## src/design/fbc_pkg.sv

```systemverilog
// ---------------------------------------------------------------------------
// fbc_pkg
// Shared types and constants for the frustum box culling unit: field widths,
// arithmetic widths of the plane test, register indexes and payload structs.
// ---------------------------------------------------------------------------
`default_nettype none

package fbc_pkg;

    // Coordinate width of the box corners.
    localparam int COORD_BITS  = 16;
    localparam int TAG_W       = 16;
    localparam int NUM_PLANES  = 6;
    localparam int NORMAL_FRAC = 14;
    localparam int NORM_W      = 16;
    localparam int PLANE_W     = 64;

    // Doubled center and doubled extent need one extra bit.
    localparam int SUM_W    = COORD_BITS + 1;
    // Magnitude of a normal component, kept signed for the multiply.
    localparam int MAG_W    = NORM_W + 1;
    localparam int DIST_P_W = NORM_W + SUM_W;
    localparam int RAD_P_W  = MAG_W + SUM_W;
    // Plane offset scaled into units of 2^-15.
    localparam int DOFF_W   = NORM_W + NORMAL_FRAC + 1;
    // Three products plus the offset: two guard bits over the widest term.
    localparam int ACC_W    = ((RAD_P_W > DOFF_W) ? RAD_P_W : DOFF_W) + 2;

    // Configuration port.
    localparam int APB_DATA_W = 64;
    localparam int APB_ADDR_W = 6;
    localparam int REG_IDX_W  = 3;

    // Register indexes of the plane registers.
    localparam logic [REG_IDX_W-1:0] REG_RIGHT  = 3'd0;
    localparam logic [REG_IDX_W-1:0] REG_LEFT   = 3'd1;
    localparam logic [REG_IDX_W-1:0] REG_TOP    = 3'd2;
    localparam logic [REG_IDX_W-1:0] REG_BOTTOM = 3'd3;
    localparam logic [REG_IDX_W-1:0] REG_NEAR   = 3'd4;
    localparam logic [REG_IDX_W-1:0] REG_FAR    = 3'd5;

    // One box request.
    typedef struct packed {
        logic signed [COORD_BITS-1:0] box_min_x;
        logic signed [COORD_BITS-1:0] box_min_y;
        logic signed [COORD_BITS-1:0] box_min_z;
        logic signed [COORD_BITS-1:0] box_max_x;
        logic signed [COORD_BITS-1:0] box_max_y;
        logic signed [COORD_BITS-1:0] box_max_z;
        logic        [TAG_W-1:0]      object_tag;
    } t_box_req;

    // One culling result.
    typedef struct packed {
        logic             visible;
        logic [TAG_W-1:0] result_tag;
    } t_cull_result;

    // Load enables of the four pipeline stages.
    typedef struct packed {
        logic ld1;
        logic ld2;
        logic ld3;
        logic ld4;
    } t_stage_ld;

endpackage

`default_nettype wire

```

## src/design/fbc_box_prep.sv

```systemverilog
// ---------------------------------------------------------------------------
// fbc_box_prep
// First pipeline stage: forms the doubled center (min + max) and the doubled
// extent (max - min) of the box on each axis.
// ---------------------------------------------------------------------------
`default_nettype none

module fbc_box_prep (
    input  wire                               i_clk,
    input  fbc_pkg::t_box_req                 i_box_req,
    input  fbc_pkg::t_stage_ld                i_ld,
    output logic signed [fbc_pkg::SUM_W-1:0]  o_c2 [3],
    output logic signed [fbc_pkg::SUM_W-1:0]  o_e2 [3]
);
    import fbc_pkg::*;

    logic signed [COORD_BITS-1:0] w_lo [3];
    logic signed [COORD_BITS-1:0] w_hi [3];
    logic signed [SUM_W-1:0]      r_c2 [3];
    logic signed [SUM_W-1:0]      r_e2 [3];
    logic signed [SUM_W-1:0]      n_c2 [3];
    logic signed [SUM_W-1:0]      n_e2 [3];

    assign w_lo[0] = i_box_req.box_min_x;
    assign w_lo[1] = i_box_req.box_min_y;
    assign w_lo[2] = i_box_req.box_min_z;
    assign w_hi[0] = i_box_req.box_max_x;
    assign w_hi[1] = i_box_req.box_max_y;
    assign w_hi[2] = i_box_req.box_max_z;

    // Sign-extended sum and difference per axis; an inverted box keeps its
    // negative extent.
    always_comb begin
        for (int k = 0; k < 3; k++) begin
            n_c2[k] = SUM_W'(w_lo[k]) + SUM_W'(w_hi[k]);
            n_e2[k] = SUM_W'(w_hi[k]) - SUM_W'(w_lo[k]);
        end
    end

    // Stage register.
    always_ff @(posedge i_clk) begin
        if (i_ld.ld1) begin
            r_c2 <= n_c2;
            r_e2 <= n_e2;
        end
    end

    assign o_c2 = r_c2;
    assign o_e2 = r_e2;

endmodule

`default_nettype wire

```

## config.mk

```make
export PLATFORM = sky130hd
export DESIGN_NAME = fbc_box_prep
export DESIGN_NICKNAME = d
export VERILOG_FILES = /design/src/design/fbc_pkg.sv /design/src/design/fbc_box_prep.sv
export SDC_FILE = /design/constraint.sdc
export NUM_CORES = 1
export LEC_CHECK = 0
export BUFFER_PORTS_ARGS = -buffer_cell sky130_fd_sc_hd__buf_2
export CAP_MARGIN = 20
export CORE_MARGIN = 1.5
export CORE_UTILIZATION = 51
export DETAILED_ROUTE_END_ITERATION = 10
export PLACE_DENSITY = 0.78
export REMOVE_ABC_BUFFERS = 1
export SLEW_MARGIN = 20
export SYNTH_ARGS = -nofsm -noshare
export SYNTH_HDL_FRONTEND = slang
export SYNTH_SLANG_ARGS = --single-unit
```

## constraint.sdc

```tcl
create_clock -name i_clk -period 2.9 [get_ports i_clk]
set_clock_uncertainty 0.2 [all_clocks]
set_input_delay 0.435 -clock i_clk [delete_from_list [all_inputs] [get_ports i_clk]]
set_output_delay 0.435 -clock i_clk [all_outputs]
set_load 0.1 [all_outputs]
```

==> results of run 1 <==
[worst max-delay path, delay by kind of cell]
family	cells	cell delay (ps)
xor gates and xnor gates	1	100
and+or+nand+nor	1	200
buffers and inverters	2	130
AOI/OAI and AO/OA	4	1040
adders and majority gates	2	620
[cell usage after synthesis (3+ instances only)]
master     n  area [sq um]
nand2_1   28           105
o21ai_0   40           200
o21a_1    13          97.6
buf_4      6          45.0
a31oi_1   10          62.6
or4_1      6          45.0
nand2b_1  19           119
buf_1      3          11.3
a311oi_1   3          26.3
fa_1       6           120
a21o_1     7          52.6
nor3_1    20           100
a21oi_1   57           285
nand4_1    8          50.1
nor2_1    73           274
xor2_1    11          96.3
nor2b_1   22           138
a221oi_1   8          70.1
a211oi_1   8          60.1
ha_1      96          1200
o21bai_1   9          67.6
inv_1     91           342
a211o_1    3          26.3
mux2i_1    3          30.0
o211ai_1   6          45.0
o31ai_1   11          82.6
nand3_1   10          50.1
nor4_1    10          62.6
o31a_1     6          52.6
clkbuf_1  23          86.3
o21ai_1    4          20.0
buf_2      9          45.0
xnor2_1   58           508
and2_1     4          25.0
edfxtp_1  99          2970
a221o_1    3          30.0
[path summary, 6_finish.rpt]
path          start  slack, ps        to
max   i_box_req[32]        260  o_e2[31]
min   i_box_req[80]        280  o_e2[17]
[metrics by stage]
step | worst slack (ps) | hold WS (ps)
3_5_place_dp | -95.6 | 640
3_3_place_gp | -47.7 | 636
6_report | 262 | 284
4_1_cts | 271 | 268
5_1_grt | 86.7 | 290
2_1_floorplan | 296 | 347
[flip-flops by register name, indices dropped and copies added (netlist names)]
name	flops
o_c2	49
o_e2	50
[metal layers]
metal	track usage (%)	part of all wire [%]	wire length, um	vias to the layer above
met4	7.07	1.5	275	0
li1	-	-	-	3367
met5	0	0	0	-
met2	37.7	47	8890	269
met1	29.6	44	8230	3155
met3	5.22	8.0	1510	20
[final cells by class]
type / instances / area [sq um]
Antenna cell: 1 / 2.50
Clock buffer: 11 / 233
Clock inverter: 5 / 20.0
Fill cell: 1282 / 5660
Inverter: 92 / 345
Multi-Input combinational cell: 598 / 4440
Sequential cell: 99 / 2970
Tap cell: 188 / 235
Timing Repair Buffer: 237 / 1300
[report_power, final]
group          internal (W)  switching (W)  total (W)  leakage [nW]
Clock              0.000570       0.000501    0.00107         0.123
Combinational      0.000698        0.00242    0.00312          3.22
Sequential          0.00188      0.0000636    0.00194         0.969
Total               0.00315        0.00298    0.00613          4.31
[layout by cell type (no fill, tap or decap), types with 13 or more instances in the layout]
| cell type | instances |
|---|---|
| a21oi_1 | 57 |
| buf_2 | 198 |
| buf_4 | 38 |
| edfxtp_1 | 99 |
| ha_1 | 96 |
| inv_1 | 91 |
| nand2_1 | 28 |
| nand2b_1 | 19 |
| nor2_1 | 73 |
| nor2b_1 | 22 |
| nor3_1 | 20 |
| o21a_1 | 13 |
| o21ai_0 | 40 |
| xnor2_1 | 58 |
[cells by family after synthesis]
family | Yosys count | synth area share, %
AO/OA/AOI/OAI | 211 | 17.7
XOR/XNOR | 69 | 7.60
adder cells (fa/ha/maj) | 102 | 16.6
buffers and inverters | 134 | 6.84
flip-flops | 99 | 37.4
multiplexers | 3 | 0.378
AND/OR/NAND/NOR | 213 | 13.5
==> metrics.md, run 1 <==
| Metric | Value |
|---|---|
| Initial core utilization | between 50% and 60% |
| Post-route cell area | 0.00954 sq mm |
| Synth Warn # | 0 |
| Largest net degree at the start of global routing | 43 |
| Hold Path Stages | 3 |
| EDFF count, synth | 99 |
| Peak Freq | 379 MHz |
| First-pass GRT wire length | ~30000 um |
| Post-synthesis sequential area ratio | a little under two fifths |
| Sum Neg Setup Slack | 0 ps |
| Initial antenna violation count | 2 |
| Total GRT Usage | between 20% and 30% |
| Cell Pwr Density | ~640 mW/mm^2 |
| HPWL Detailed | roughly 15000 um |
| Tightest Pin Transition | around 580 ps |
| CTS tree | done |
| DRC Markers | 0 |
| Final Setup Violations | 0 |
| Setup repair after global routing missed its margin | false |
| Nets | approximately 1300 |
| Vias in the first global route | roughly 6300 |
| Maximum buffer depth of the clock tree | 2 |
| Period Utilization, post-route | between 90% and 100% |
| Post-synthesis register bit count | 99 |
| CTS hold repair buffers | 0 |
| Max-slew headroom | between 60% and 70% |
| Routed wire length per instance | around 15 um |
| Core footprint | about 0.015 sq mm |
| GR Overflow Total | 0 |
| Setup CP Type | input pin to register |
| WL final | 18900 um |
| GP Congestion | ~0.91 |
| Setup bufs post-CTS | 0 |
| Crit path max fanout | 3 |
| Post_cts resized | 0 |
| Htree depth | 3 |
| Placed inst area | approximately 0.0093 sq mm |
| Critical Path AT | about 2500 ps |
| Initial DRC Count | around 460 |
| Fin. max-slew vios | 0 |
| Async set or reset register ratio after synthesis | 0% |
| Rows | 45 |
| Peak supply drop | 0.401 mV |
| Post-synth top flop | edfxtp_1 |
| Clock sinks | 99 |
| Layout cells sized above 1 | 24.7% |
| Die H | about 130 um |
| DRT antenna net count | 0 |
| Nature of the critical path endpoint | register |
| Yosys cell types | 66 |
| DRT Pass-1 Iters | 5 |
| Buffers on Ports | ~200 |
| Final design utilization | a little over three fifths |
| Top cell by count, worst path | o31ai_1 |
| Io pins | roughly 220 |
| Clock-pin slew on the worst setup and hold paths | 60 ps |
| Cell area after synthesis | a little under 0.008 sq mm |
| Via/cell ratio | around 5.5 |
| Max-cap violation count | 0 |
| Slowest cell delay on critical path | 410 ps |
| P_leak | around 4.3 nW |
| Slowest-stage cell, CP | fa_1 |
| Mean Syn Cell Area | 9.57 sq um |
| Synth-to-Final Area Change | 20.0% |
| Die ar. | ~0.016 sq mm |
| Num CTS Buffers | 9 |
| Vias | slightly below 7000 |
| Design Power | between 0.006 and 0.007 W |
| Status | finished, final reports clean |
| Die Wd | roughly 130 um |
| Crit path time final | approximately 2600 ps |
| Class of the worst hold path | input pin to register |
| Worst setup SP type | input pin |
| Required @ worst endpoint | 2790 ps |
| CTS root buf | clkbuf_16 |
| Mapped Cells | around 830 |
| Inst Count DP | between 1000 and 1500 |
| Final cell count without fillers | ~1200 |
| Critical-path cell list | buf_2 -> inv_1 -> ha_1 -> fa_1 -> nor2b_1 -> o31ai_1 -> a211oi_1 -> o21ai_0 -> o31ai_1 -> xnor2_1 |
| Final hold violations | 0 |
Power figures use the tool's default switching activity.
==> run 2: changes to the inputs <==
--- a/config.mk
+++ b/config.mk
@@ -7,10 +7,12 @@
 export LEC_CHECK = 0
 export BUFFER_PORTS_ARGS = -buffer_cell sky130_fd_sc_hd__buf_2
 export CAP_MARGIN = 20
+export CELL_PAD_IN_SITES_DETAIL_PLACEMENT = 1
+export CELL_PAD_IN_SITES_GLOBAL_PLACEMENT = 2
 export CORE_MARGIN = 1.5
-export CORE_UTILIZATION = 51
+export CORE_UTILIZATION = 32
 export DETAILED_ROUTE_END_ITERATION = 10
-export PLACE_DENSITY = 0.78
+export PLACE_DENSITY_LB_ADDON = 0.1
 export REMOVE_ABC_BUFFERS = 1
 export SLEW_MARGIN = 20
 export SYNTH_ARGS = -nofsm -noshare
==> constraint.sdc (replaced) <==
create_clock -name i_clk -period 2.7 [get_ports i_clk]
set_clock_uncertainty 0.2 [all_clocks]
set_input_delay 0.405 -clock i_clk [delete_from_list [all_inputs] [get_ports i_clk]]
set_output_delay 0.405 -clock i_clk [all_outputs]
set_load 0.1 [all_outputs]
==> metrics.md, run 2 (synthesis gave the netlist of run 1 again) <==
| Metric | Value |
|---|---|
| Clock sinks | 99 (unchanged) |
| Pint | 0.00358 W (+14%) |
| Die H | 161 um (+26%) |
| CTS hold repair buffers | 0 (unchanged) |
| Nature of the critical path endpoint | register |
| CTS tree | done |
| Peak Freq | around 400 MHz |
| Design Power | 0.00691 W (+13%) |
| DRT antenna net count | 0 (unchanged) |
| Via/cell ratio | 4.82 (-13%) |
| Register share of total power | 30.1% (-1.6 points) |
| Worst setup SP type | input pin |
| Period Utilization, post-route | roughly 92% |
| Initial DRC Count | 307 (-33%) |
| Tightest Pin Transition | 514 ps (-62.1 ps) |
| Num CTS Buffers | 9 (unchanged) |
| DRT Pass-1 Iters | 4 (-1) |
| Cell Pwr Density | 676 mW/mm^2 (+5.2%) |
| Switching power | 0.00333 W (+12%) |
| Power share of the clock group | 19.1% (+1.6 points) |
| Initial core utilization | 32.7% (-20 points) |
| GP Congestion | 0.796 (-13%) |
| Most common cell after layout, fill and taps aside | buf_2 |
| Final hold violations | 0 (unchanged) |
| Max-cap violation count | 0 (unchanged) |
| Crit path time final | 2490 ps |
| Maximum buffer depth of the clock tree | 2 (unchanged) |
| Required @ worst endpoint | 2600 ps (-190 ps) |
| Layout cells sized above 1 | 29.3% (+4.6 points) |
| Nets | 1318 (+4.9%) |
| WL final | 23100 um (+22%) |
| Routed wire length per instance | 16.2 um (+5.3%) |
| Clock-pin slew on the worst setup and hold paths | 80 ps (+20 ps) |
| DRC Markers | 0 (unchanged) |
| CTS root buf | clkbuf_16 |
| Die Wd | 161 um (+26%) |
| First-pass GRT wire length | 36600 um (+23%) |
| Rows | 57 (+27%) |
| Initial antenna violation count | 4 (+2) |
| Core footprint | 0.0243 sq mm (+60%) |
| Peak supply drop | 0.297 mV (-26%) |
| Final cell count without fillers | 1430 (+16%) |
| Top Usage Layer GRT | met2 |
| Status | finished, final reports clean |
| P_leak | 4.63 nW (+7.5%) |
| Total GRT Usage | 18.0% (-4.8 points) |
| Die ar. | 0.0258 sq mm (+58%) |
| Synth-to-Final Area Change | 28.6% |
| Largest net degree at the start of global routing | 43 (unchanged) |
| Max-slew headroom | 65.3% (+3.7 points) |
| Fin. max-slew vios | 0 (unchanged) |
| GR Overflow Total | 0 (unchanged) |
| Routing usage on met1 | 22.7% (-6.9 points) |
| Most frequent cells in the layout | 198 x buf_2, 99 x buf_4, 99 x edfxtp_1 |
| Io pins | 219 (unchanged) |
| Setup CP Type | input pin to register |
| Vias | 6896 (+1.2%) |
| GRT met3 Usage | 2.53% (-2.7 points) |
| Buffers on Ports | 199 (unchanged) |
| Inst Count DP | 1412 (+16%) |
| Largest register FFs | 50 (unchanged) |
| Combinational power share | 50.9% (about the same) |
| Crit path max fanout | 3 (unchanged) |
| Global routing usage on met2 | 31.7% (-5.9 points) |
| Sum Neg Setup Slack | 0 ps (unchanged) |
| Sw Ratio | 48.2% (-0.47 points) |
| HPWL Detailed | 18800 um (+26%) |
| Vias in the first global route | 7056 (+12%) |
| Htree depth | 3 (unchanged) |
| Critical Path AT | 2400 ps (-130 ps) |
| Final Setup Violations | 0 (unchanged) |
| Class of the worst hold path | input pin to register |
-- run 2: metal layers --
metal | share of wire [%] | routed length, um
met2 | 49 | 11400
met1 | 45 | 10400
met4 | 1.3 | 310
met5 | 0.056 | 13
met3 | 4.3 | 999
-- run 2: power groups by stage --
stage	registers (W)	clock network, W	logic [W]
2_1_floorplan	0.00388	0	0.000915
3_3_place_gp	0.00211	0	0.00351
3_5_place_dp	0.00211	0	0.00353
4_1_cts	0.00208	0.00138	0.00354
5_1_grt	0.00210	0.00142	0.00372
6_report	0.00208	0.00132	0.00352
-- run 2: critical path: stages --
cell,delay [ps]
buf_2,110
ha_1,220
fa_1,440
nand2b_1,130
a221oi_1,130
or4_1,420
a31oi_1,300
o31ai_1,130
xnor2_1,130
-- run 2: path summary, 6_finish.rpt --
kind           from  endpoint  slack (ps)  cells after the start
max   i_box_req[32]  o_c2[27]         210                      9
min   i_box_req[96]  o_e2[34]         250                      3
-- run 2: layout make-up --
cell class                      count  area, sq um
Antenna cell                        2         5.00
Clock buffer                       11          233
Clock inverter                      5         53.8
Fill cell                        2867        14100
Inverter                           92          345
Multi-Input combinational cell    598         4440
Sequential cell                    99         2970
Tap cell                          324          405
Timing Repair Buffer              299         1770
-- run 2: repair_timing --
action,CTS,global route
setup endpoints to repair,0,4
gates resized for setup,0,3
setup buffers,0,0
-- run 2: stage by stage --
| stage | utilization [%] | worst slack [ps] | instance area (sq um) | hold WS, ps |
|---|---|---|---|---|
| 2_1_floorplan | - | 126 | 7750 | 317 |
| 3_3_place_gp | 40.8 | -210 | 9930 | 616 |
| 5_1_grt | 42.1 | -44.5 | 10200 | 253 |
| 4_1_cts | 42.0 | 164 | 10200 | 238 |
| 3_5_place_dp | 40.8 | -210 | 9930 | 619 |
| 6_report | 42.1 | 208 | 10200 | 251 |
